--- src/alqr_pkg.sv ---
// shared widths, register codes and mixer constants for the attitude lqr mixer
`default_nettype none

package alqr_pkg;

    localparam int NUM_AXES  = 3;
    localparam int NUM_MOTORS = 4;

    localparam int ANG_W   = 17;   // q8.8 degrees
    localparam int RATE_W  = 16;   // 1/16 deg/s
    localparam int GAIN_W  = 16;   // q8.8 gains, q0.16 step time
    localparam int LIM_W   = 15;   // q7.8 integral clamp
    localparam int ERR_W   = ANG_W + 1;
    localparam int SUM_W   = 24;   // integral, units of 2^-16 deg*s
    localparam int INT_W   = 28;   // integral plus increment before clamp
    localparam int MUL_A_W = 25;   // signed operand of the shared multiplier
    localparam int PROD_W  = MUL_A_W + GAIN_W + 1;
    localparam int ACC_W   = 49;   // motor accumulators, units of 2^-24 us
    localparam int FRAC_W  = 24;
    localparam int OUT_W   = 11;

    localparam int IN_DATA_W  = 152;
    localparam int OUT_DATA_W = 48;
    localparam int CFG_IDX_W  = 3;

    localparam int PWM_CENTER = 1500;
    localparam int PWM_MIN    = 1000;
    localparam int PWM_MAX    = 2000;

    localparam logic [1:0] AXIS_ROLL = 2'd0;
    localparam logic [1:0] AXIS_YAW  = 2'd2;

    // register indexes of the configuration port
    typedef enum logic [CFG_IDX_W-1:0] {
        REG_ANGLE_GAIN_RP = 3'd0,
        REG_ANGLE_GAIN_YAW = 3'd1,
        REG_RATE_GAIN_RP  = 3'd2,
        REG_RATE_GAIN_YAW = 3'd3,
        REG_INT_GAIN_RP   = 3'd4,
        REG_INT_GAIN_YAW  = 3'd5,
        REG_INT_LIMIT     = 3'd6,
        REG_STEP_TIME     = 3'd7
    } cfg_reg_t;

    localparam logic [GAIN_W-1:0] RST_ANGLE_GAIN_RP  = 16'd1245;
    localparam logic [GAIN_W-1:0] RST_ANGLE_GAIN_YAW = 16'd803;
    localparam logic [GAIN_W-1:0] RST_RATE_GAIN_RP   = 16'd174;
    localparam logic [GAIN_W-1:0] RST_RATE_GAIN_YAW  = 16'd309;
    localparam logic [GAIN_W-1:0] RST_INT_GAIN_RP    = 16'd4434;
    localparam logic [GAIN_W-1:0] RST_INT_GAIN_YAW   = 16'd991;
    localparam logic [LIM_W-1:0]  RST_INT_LIMIT      = 15'd12800;
    localparam logic [GAIN_W-1:0] RST_STEP_TIME      = 16'd655;

    // per motor: bit a set means the axis-a gain product is subtracted
    // (roll in bit 0), else it is added; torque is the negated product sum
    localparam logic [NUM_AXES-1:0] MIX_SUB [NUM_MOTORS] =
        '{3'b000, 3'b110, 3'b011, 3'b101};

    localparam logic signed [ACC_W-1:0] CENTER_FX = ACC_W'(PWM_CENTER) <<< FRAC_W;
    localparam logic signed [ACC_W-1:0] PWM_LO_FX = ACC_W'(PWM_MIN) <<< FRAC_W;
    localparam logic signed [ACC_W-1:0] PWM_HI_FX = ACC_W'(PWM_MAX) <<< FRAC_W;
    localparam logic signed [ACC_W-1:0] HALF_FX   = ACC_W'(1) <<< (FRAC_W - 1);

endpackage

`default_nettype wire

--- src/attitude_lqr_integral_mixer.sv ---
// attitude lqr controller with error integrals and x-frame quad mixer, top level
//
//  channel  dir  handshake             payload
//  s_       in   s_tvalid / s_tready   s_tdata: targets, angles, rates (one tick)
//  m_       out  m_tvalid / m_tready   m_tdata: four motor pulse widths
//  cfg_     in   cfg_valid / cfg_ready cfg_index, cfg_data (register write)
//
// each tick runs 7 sequencer steps per axis on the single shared 25x17 multiplier,
// plus one finish step and the accept in the idle state. reset (aresetn low,
// synchronous) restores register defaults and clears the integrals. a stalled
// result holds in the output register; the next tick is accepted meanwhile and
// waits in the finish step until the output is free.
`default_nettype none

module attitude_lqr_integral_mixer
    import alqr_pkg::*;
(
    input  wire                    aclk,
    input  wire                    aresetn,
    // roll_target, pitch_target, yaw_target, roll_angle, pitch_angle, yaw_angle,
    // roll_rate, pitch_rate, yaw_rate, zero pad
    input  wire  [IN_DATA_W-1:0]   s_tdata,
    input  wire                    s_tvalid,
    output logic                   s_tready,
    // motor_one_width, motor_two_width, motor_three_width, motor_four_width, zero pad
    output logic [OUT_DATA_W-1:0]  m_tdata,
    output logic                   m_tvalid,
    input  wire                    m_tready,
    input  wire                    cfg_valid,
    output logic                   cfg_ready,
    input  wire  [CFG_IDX_W-1:0]   cfg_index,
    input  wire  [GAIN_W-1:0]      cfg_data
);

    typedef enum logic [3:0] {
        ST_IDLE,
        ST_INT_MUL,     // error times step time
        ST_INT_ADD,     // round increment, add to integral
        ST_INT_CLAMP,   // clamp integral to the limit
        ST_ANG_MUL,     // angle times angle gain
        ST_RATE_MUL,    // rate times rate gain, accumulate angle term
        ST_INTEG_MUL,   // integral times integral gain, accumulate rate term
        ST_INTEG_ACC,   // accumulate integral term, next axis
        ST_FINISH       // clamp and round into the output register
    } state_t;

    // configuration registers
    logic [GAIN_W-1:0] angle_gain_rp_reg, angle_gain_yaw_reg;
    logic [GAIN_W-1:0] rate_gain_rp_reg, rate_gain_yaw_reg;
    logic [GAIN_W-1:0] int_gain_rp_reg, int_gain_yaw_reg;
    logic [LIM_W-1:0]  int_limit_reg;
    logic [GAIN_W-1:0] step_time_reg;

    state_t            state_reg, state_next;
    logic [1:0]        axis_reg, axis_next;
    logic              m_tvalid_reg, m_tvalid_next;

    logic signed [ANG_W-1:0]  angle_reg [NUM_AXES];
    logic signed [ANG_W-1:0]  angle_next [NUM_AXES];
    logic signed [RATE_W-1:0] rate_reg [NUM_AXES];
    logic signed [RATE_W-1:0] rate_next [NUM_AXES];
    logic signed [ERR_W-1:0]  err_reg [NUM_AXES];
    logic signed [ERR_W-1:0]  err_next [NUM_AXES];
    logic signed [SUM_W-1:0]  sum_reg [NUM_AXES];
    logic signed [SUM_W-1:0]  sum_next [NUM_AXES];
    logic signed [PROD_W-1:0] prod_reg, prod_next;
    logic signed [INT_W-1:0]  int_acc_reg, int_acc_next;
    logic signed [ACC_W-1:0]  motor_acc_reg [NUM_MOTORS];
    logic signed [ACC_W-1:0]  motor_acc_next [NUM_MOTORS];
    logic [OUT_W-1:0]         width_reg [NUM_MOTORS];
    logic [OUT_W-1:0]         width_next [NUM_MOTORS];

    // shared multiplier operands
    logic signed [MUL_A_W-1:0] mul_a;
    logic [GAIN_W-1:0]         mul_b;
    logic [GAIN_W-1:0]         gain_angle, gain_rate, gain_int;
    logic signed [PROD_W-1:0]  prod_rnd;
    logic signed [INT_W-1:0]   int_inc;
    logic signed [INT_W-1:0]   lim_pos;
    logic signed [ACC_W-1:0]   term;
    logic                      acc_en;
    logic signed [ACC_W-1:0]   clip [NUM_MOTORS];
    logic signed [ACC_W-1:0]   rounded [NUM_MOTORS];
    logic                      out_free;

    assign cfg_ready = 1'b1;
    assign s_tready  = (state_reg == ST_IDLE);
    assign m_tvalid  = m_tvalid_reg;
    assign m_tdata   = {4'b0, width_reg[3], width_reg[2], width_reg[1], width_reg[0]};
    assign out_free  = !m_tvalid_reg || m_tready;

    // yaw has its own gain set, roll and pitch share one
    assign gain_angle = (axis_reg == AXIS_YAW) ? angle_gain_yaw_reg : angle_gain_rp_reg;
    assign gain_rate  = (axis_reg == AXIS_YAW) ? rate_gain_yaw_reg  : rate_gain_rp_reg;
    assign gain_int   = (axis_reg == AXIS_YAW) ? int_gain_yaw_reg   : int_gain_rp_reg;

    assign lim_pos = $signed({5'b0, int_limit_reg, 8'b0});

    // operand select for the one multiplier
    always_comb begin
        unique case (state_reg)
            ST_INT_MUL: begin
                mul_a = MUL_A_W'(err_reg[axis_reg]);
                mul_b = step_time_reg;
            end
            ST_ANG_MUL: begin
                mul_a = MUL_A_W'(angle_reg[axis_reg]);
                mul_b = gain_angle;
            end
            ST_RATE_MUL: begin
                mul_a = MUL_A_W'(rate_reg[axis_reg]);
                mul_b = gain_rate;
            end
            ST_INTEG_MUL: begin
                mul_a = MUL_A_W'(sum_reg[axis_reg]);
                mul_b = gain_int;
            end
            default: begin
                mul_a = '0;
                mul_b = '0;
            end
        endcase
    end

    // round half away from zero on the 8-bit drop: floor((p + 127 or 128) / 256)
    assign prod_rnd = prod_reg + (prod_reg[PROD_W-1] ? PROD_W'(127) : PROD_W'(128));
    assign int_inc  = INT_W'(prod_rnd >>> 8);

    // the product left in prod_reg, scaled to 2^-24 units
    always_comb begin
        acc_en = 1'b1;
        unique case (state_reg)
            ST_RATE_MUL:  term = ACC_W'(prod_reg) <<< 8;
            ST_INTEG_MUL: term = ACC_W'(prod_reg) <<< 12;
            ST_INTEG_ACC: term = ACC_W'(prod_reg);
            default: begin
                term   = '0;
                acc_en = 1'b0;
            end
        endcase
    end

    // motor clamp and rounding, one per motor
    always_comb begin
        for (int m = 0; m < NUM_MOTORS; m++) begin
            if (motor_acc_reg[m] < PWM_LO_FX) begin
                clip[m] = PWM_LO_FX;
            end else if (motor_acc_reg[m] > PWM_HI_FX) begin
                clip[m] = PWM_HI_FX;
            end else begin
                clip[m] = motor_acc_reg[m];
            end
            rounded[m] = clip[m] + HALF_FX;
        end
    end

    // sequencer
    always_comb begin
        state_next    = state_reg;
        axis_next     = axis_reg;
        m_tvalid_next = m_tvalid_reg;
        prod_next     = PROD_W'(mul_a * $signed({1'b0, mul_b}));
        int_acc_next  = int_acc_reg;
        angle_next    = angle_reg;
        rate_next     = rate_reg;
        err_next      = err_reg;
        sum_next      = sum_reg;
        width_next    = width_reg;
        for (int m = 0; m < NUM_MOTORS; m++) begin
            if (acc_en && MIX_SUB[m][axis_reg]) begin
                motor_acc_next[m] = motor_acc_reg[m] - term;
            end else if (acc_en) begin
                motor_acc_next[m] = motor_acc_reg[m] + term;
            end else begin
                motor_acc_next[m] = motor_acc_reg[m];
            end
        end

        if (m_tvalid_reg && m_tready) begin
            m_tvalid_next = 1'b0;
        end

        unique case (state_reg)
            ST_IDLE: begin
                if (s_tvalid) begin
                    // unpack the transaction and form the angle errors
                    for (int a = 0; a < NUM_AXES; a++) begin
                        angle_next[a] = $signed(s_tdata[(NUM_AXES + a) * ANG_W +: ANG_W]);
                        rate_next[a]  = $signed(s_tdata[2 * NUM_AXES * ANG_W + a * RATE_W
                                                        +: RATE_W]);
                        err_next[a]   = ERR_W'($signed(s_tdata[a * ANG_W +: ANG_W]))
                                      - ERR_W'($signed(s_tdata[(NUM_AXES + a) * ANG_W
                                                               +: ANG_W]));
                    end
                    for (int m = 0; m < NUM_MOTORS; m++) begin
                        motor_acc_next[m] = CENTER_FX;
                    end
                    axis_next  = AXIS_ROLL;
                    state_next = ST_INT_MUL;
                end
            end
            ST_INT_MUL: begin
                state_next = ST_INT_ADD;
            end
            ST_INT_ADD: begin
                int_acc_next = INT_W'(sum_reg[axis_reg]) + int_inc;
                state_next   = ST_INT_CLAMP;
            end
            ST_INT_CLAMP: begin
                // a limit lowered since the last tick takes hold here too
                if (int_acc_reg > lim_pos) begin
                    sum_next[axis_reg] = SUM_W'(lim_pos);
                end else if (int_acc_reg < -lim_pos) begin
                    sum_next[axis_reg] = SUM_W'(-lim_pos);
                end else begin
                    sum_next[axis_reg] = SUM_W'(int_acc_reg);
                end
                state_next = ST_ANG_MUL;
            end
            ST_ANG_MUL: begin
                state_next = ST_RATE_MUL;
            end
            ST_RATE_MUL: begin
                state_next = ST_INTEG_MUL;
            end
            ST_INTEG_MUL: begin
                state_next = ST_INTEG_ACC;
            end
            ST_INTEG_ACC: begin
                if (axis_reg == AXIS_YAW) begin
                    state_next = ST_FINISH;
                end else begin
                    axis_next  = axis_reg + 2'd1;
                    state_next = ST_INT_MUL;
                end
            end
            ST_FINISH: begin
                // hold here while the previous result is still unclaimed
                if (out_free) begin
                    for (int m = 0; m < NUM_MOTORS; m++) begin
                        width_next[m] = rounded[m][FRAC_W +: OUT_W];
                    end
                    m_tvalid_next = 1'b1;
                    state_next    = ST_IDLE;
                end
            end
            default: begin
                state_next = ST_IDLE;
            end
        endcase
    end

    always_ff @(posedge aclk) begin
        if (!aresetn) begin
            state_reg          <= ST_IDLE;
            axis_reg           <= AXIS_ROLL;
            m_tvalid_reg       <= 1'b0;
            for (int a = 0; a < NUM_AXES; a++) begin
                sum_reg[a] <= '0;
            end
            angle_gain_rp_reg  <= RST_ANGLE_GAIN_RP;
            angle_gain_yaw_reg <= RST_ANGLE_GAIN_YAW;
            rate_gain_rp_reg   <= RST_RATE_GAIN_RP;
            rate_gain_yaw_reg  <= RST_RATE_GAIN_YAW;
            int_gain_rp_reg    <= RST_INT_GAIN_RP;
            int_gain_yaw_reg   <= RST_INT_GAIN_YAW;
            int_limit_reg      <= RST_INT_LIMIT;
            step_time_reg      <= RST_STEP_TIME;
        end else begin
            state_reg    <= state_next;
            axis_reg     <= axis_next;
            m_tvalid_reg <= m_tvalid_next;
            sum_reg      <= sum_next;
            if (cfg_valid && cfg_ready) begin
                unique case (cfg_reg_t'(cfg_index))
                    REG_ANGLE_GAIN_RP:  angle_gain_rp_reg  <= cfg_data;
                    REG_ANGLE_GAIN_YAW: angle_gain_yaw_reg <= cfg_data;
                    REG_RATE_GAIN_RP:   rate_gain_rp_reg   <= cfg_data;
                    REG_RATE_GAIN_YAW:  rate_gain_yaw_reg  <= cfg_data;
                    REG_INT_GAIN_RP:    int_gain_rp_reg    <= cfg_data;
                    REG_INT_GAIN_YAW:   int_gain_yaw_reg   <= cfg_data;
                    REG_INT_LIMIT:      int_limit_reg      <= cfg_data[LIM_W-1:0];
                    REG_STEP_TIME:      step_time_reg      <= cfg_data;
                    default: ;
                endcase
            end
        end
        // datapath, no reset
        prod_reg      <= prod_next;
        int_acc_reg   <= int_acc_next;
        angle_reg     <= angle_next;
        rate_reg      <= rate_next;
        err_reg       <= err_next;
        motor_acc_reg <= motor_acc_next;
        width_reg     <= width_next;
    end

`ifndef SYNTH
    // the integral just clamped lies inside the limit
    a_sum_in_limit: assert property (@(posedge aclk) disable iff (!aresetn)
        state_reg == ST_ANG_MUL |->
            (INT_W'(sum_reg[axis_reg]) <= lim_pos) && (INT_W'(sum_reg[axis_reg]) >= -lim_pos))
        else $error("integral outside its limit after clamp");

    // a transaction starts the sequencer, the block is busy next cycle
    a_busy_after_accept: assert property (@(posedge aclk) disable iff (!aresetn)
        s_tvalid && s_tready |=> !s_tready && state_reg == ST_INT_MUL && axis_reg == AXIS_ROLL)
        else $error("sequencer did not start on accept");

    // a new result only appears from the finish step
    a_result_from_finish: assert property (@(posedge aclk) disable iff (!aresetn)
        m_tvalid && !$past(m_tvalid) |-> $past(state_reg == ST_FINISH))
        else $error("result raised outside the finish step");

    // every delivered width lies in the motor range
    a_width_range: assert property (@(posedge aclk) disable iff (!aresetn)
        m_tvalid |->
            (width_reg[0] >= OUT_W'(PWM_MIN)) && (width_reg[0] <= OUT_W'(PWM_MAX)) &&
            (width_reg[1] >= OUT_W'(PWM_MIN)) && (width_reg[1] <= OUT_W'(PWM_MAX)) &&
            (width_reg[2] >= OUT_W'(PWM_MIN)) && (width_reg[2] <= OUT_W'(PWM_MAX)) &&
            (width_reg[3] >= OUT_W'(PWM_MIN)) && (width_reg[3] <= OUT_W'(PWM_MAX)))
        else $error("motor width out of range");
`endif

endmodule

`default_nettype wire
--- config.mk ---
export PLATFORM = sky130hd
export DESIGN_NAME = attitude_lqr_integral_mixer
export DESIGN_NICKNAME = d
export VERILOG_FILES = /design/src/alqr_pkg.sv /design/src/attitude_lqr_integral_mixer.sv
export SDC_FILE = /design/constraint.sdc
export NUM_CORES = 2
export LEC_CHECK = 0
export ABC_AREA = 1
export BUFFER_PORTS_ARGS = -buffer_cell sky130_fd_sc_hd__buf_2
export CORE_MARGIN = 5
export CORE_UTILIZATION = 35
export CTS_CLUSTER_DIAMETER = 50
export DETAILED_ROUTE_END_ITERATION = 8
export HOLD_SLACK_MARGIN = 0.1
export PLACE_DENSITY = 0.6
export SLEW_MARGIN = 0
export SYNTH_ARGS = -nofsm -noshare
export SYNTH_HDL_FRONTEND = slang
export SYNTH_SLANG_ARGS = --single-unit
--- constraint.sdc ---
create_clock -name aclk -period 11.2 [get_ports aclk]
set_input_delay 1.12 -clock aclk [delete_from_list [all_inputs] [get_ports aclk]]
set_output_delay 1.12 -clock aclk [all_outputs]
set_load 0.03 [all_outputs]
==> results.yml <==
global_routing:
  grt_max_degree: 158
  antenna_found_initial: 22
  grt_overflow_total: 0
  grt_pass1_vias: 73184
  gr-usage-all-layers_pct: 28.5
  grt_first_pass_wirelength_um: 476000
logic_synthesis:
  yosysTopAreaCellShare_pct: 12.1
  synth_area_um2: 74100
  seq_area_frac_synth_pct: 21.1
  syn_avg_cell_area_um2: 6.59
  ys_ff_latch: 669
  synthCells: 11246
  synth_commonest_cells: "nand2_1 (2388), inv_1 (1733), nor2_1 (1549), a21oi_1 (941), o21ai_0 (817)"
  synth_area_leaders: "nand2_1 (12%), dfxtp_1 (12%), fa_1 (11%)"
  synth_edf_count: 225
  synth_warnings: 0
  synth_top_area_cell: "nand2_1"
  synth.distinct_cells: 66
  synth_ff_type: "dfxtp_1"
  synth-async-reset-ratio_pct: 0
  synth_most_common_cell: "nand2_1"
floorplanning:
  start_util_pct: 35.1
  row_count: 169
  fp.dieH_um: 470
  die_width_um: 470
  io_pins: 227
  dieArea_um2: 221000
  core_um2: 211000
job:
  cap_violations: 0
worst_setup_path:
  endpoint_kind: "register"
  crit_family: "adder cells"
  path_max_fanout: 47
  crit_required_ns: 11.85
  r2r-end: "prod_reg[30]"
  crit_start: "axis_reg[1]"
  crit_end: "prod_reg[30]"
  rrSetupSlack_ns: 2.25
  reg2reg_depth: 29
  critPathMostFrequentCell: "fa_1"
  crit_buf_inv: 9
  critPathLaunchType: "register"
  cp_slowest_stage_delay_ns: 0.78
  worst-path-stages: 29
  cp_slowest_cell: "dfxtp_4"
  r2r_start: "axis_reg[1]"
  crit_type: "register to register"
  arrival_ns: 9.60
finish:
  n_fill_cell: 23170
  area_delta_synth_final_pct: 10.9
  largest_reg_flops: 196
  fin_nets: 12486
  regArea_um2: 15700
  drive_gt1_share_pct: 6.48
  multi_input_area_um2: 50300
drt:
  drtIter0Drc: 6897
  wirelength_um: 329000
  drt_pass1_iterations: 8
  drc: 0
  wl_per_cell_um: 23.0
  vias: 76527
  avgViaCountPerCell: 5.36
  postRouteAntennaNets: 0
pwr:
  power_switching_w: 0.00375
  pwr-share-clk_pct: 38.7
  p_per_area_nw_per_um2: 116
  p_sw_share_pct: 39.3
  combPwrFrac_pct: 30.3
  ir_drop_uv: 151
  power_w: 0.00953
  seqPwrFrac_pct: 31.0
  intPower_w: 0.00578
  p_leak_nw: 39.9
timing:
  setup_slack_ns: 2.25
  skew_ns: 0.126
  max_freq_mhz: 112
  final-max-slew-violation-count: 0
  setup_viol: 0
  finalCritPeriodShare_pct: 79.9
  tightest_slew_ns: 1.24
  rsz0062_at_grt: "false"
  max-slew-margin-rel_pct: 17.0
  hold_viol: 0
  tns_ns: 0
  finalCriticalPeriod_ns: 8.95
clock_tree:
  htreeDepth: 3
  post_cts_buffers: 0
  cts_root_buf: "clkbuf_16"
  clk_latency_ns: 0.84
  ctsHoldBuffers: 0
  cts_max_path_buffers: 3
  cts_resized: 0
  path_clk_slew_ns: 0.06
  cts_tree: "done"
  cts_sinks: 669
  cts_inserted_buffers: 115
place:
  dp_hpwl_um: 262000
  place_ws_ns: 2.43
  io_buffers: 219
  place.gp.congestion: 1.05
run_status:
  outcome: "complete, no violations"
min_path:
  hp-class: "register to register"
routing by layer:
metal  vias to the layer above  GRT usage (%)  wire, µm
met3                       810           5.73     27700
met4                         8           17.5     23700
met2                      3383           44.6    143000
met5                         -              0        46
li1                      36506              -         -
met1                     35820           36.0    134000
cell type report:
type | instances | area share, %
multi-input combinational | 8444 | 61.1
sequential | 669 | 19.0
inverter | 1781 | 8.14
tap | 2821 | 4.29
clock buffer | 132 | 3.66
timing repair buffer | 338 | 2.44
clock inverter | 87 | 1.22
antenna | 17 | 0.0518
power groups by stage:
| stage | registers, W | clock network (W) | logic (W) |
|---|---|---|---|
| floorplan | 0.00288 | 0 | 0.00195 |
| global placement | 0.00300 | 0 | 0.00283 |
| detailed placement | 0.00300 | 0 | 0.00283 |
| CTS | 0.00295 | 0.00374 | 0.00284 |
| global route | 0.00296 | 0.00384 | 0.00317 |
| finish | 0.00295 | 0.00368 | 0.00289 |
cell usage in the layout, fill, tap and decap left out, types with 15 or more instances in the layout:
cell        synthesis  routed
nand3_1           607     607
clkinv_2            0      16
or2_2              46      46
nand4_1           112     112
xor2_1            193     193
nand3b_1           33      33
inv_2              38      38
clkbuf_16           0     115
o21bai_1           74      74
clkinv_1           10      21
xnor2_1            47      47
o211ai_1           53      53
nor2_2             32      35
a21boi_0           22      22
o21ai_1            31      31
buf_4              18     119
a21o_1             33      33
nor2_1           1549    1544
diode_2             0      17
a211oi_1           25      25
nor3_1            154     152
a31oi_1            55      55
nor2_4             18      20
buf_2             162     218
o22ai_1            40      40
dfxtp_1           444     442
edfxtp_1          225     225
o21ai_0           817     817
nor4_1             24      23
ha_1              569     568
nand2_1          2388    2388
a21oi_1           941     938
a22o_1             15      15
inv_1            1733    1732
clkinvlp_4          0      15
fa_1              392     392
o21a_1             32      32
logic make-up (layout without fill, tap and decap cells):
| kind of cell | after synthesis | count (layout) | synth area share, % |
|---|---|---|---|
| xor gates and xnor gates | 240 | 240 | 2.84 |
| and+or+nand+nor | 5031 | 5031 | 28.3 |
| adders and majority gates | 961 | 961 | 20.2 |
| buffers and inverters | 2136 | 2338 | 11.2 |
| DFF | 669 | 669 | 21.1 |
| other | 2 | 22 | 0.0101 |
| AOI/OAI and AO/OA | 2197 | 2197 | 16.2 |
| muxes | 10 | 10 | 0.135 |
worst min path at each step:
stage,start,to,slack (ns),cells after the start
2_1_floorplan,step_time_reg[11],step_time_reg[11],0.42,2
3_3_place_gp,step_time_reg[11],step_time_reg[11],0.43,2
3_5_place_dp,step_time_reg[11],step_time_reg[11],0.44,2
4_1_cts,s_tdata[137],rate_reg[3],0.41,1
5_1_grt,s_tdata[128],rate_reg[26],0.42,1
6_report,step_time_reg[11],step_time_reg[11],0.45,2
tightest hold or removal path, delay by kind of cell, from the launching register on:
family	cells	cell delay, ns
flops	1	0.30
buf+inv	1	0.05
compound gates	1	0.05
metrics by stage:
| step | cell area [µm²] | hold slack (ns) | utilization, % | cells |
|---|---|---|---|---|
| floorplan | 74100 | 0.425 | - | 11249 |
| global placement | 78100 | 0.434 | 37.0 | 14053 |
| detailed placement | 78100 | 0.439 | 37.0 | 14053 |
| CTS | 82100 | 0.406 | 38.8 | 14272 |
| global route | 82200 | 0.419 | 38.9 | 14280 |
| finish | 82200 | 0.449 | 38.9 | 14289 |
Note: power is estimated with default switching activity, not from simulation.
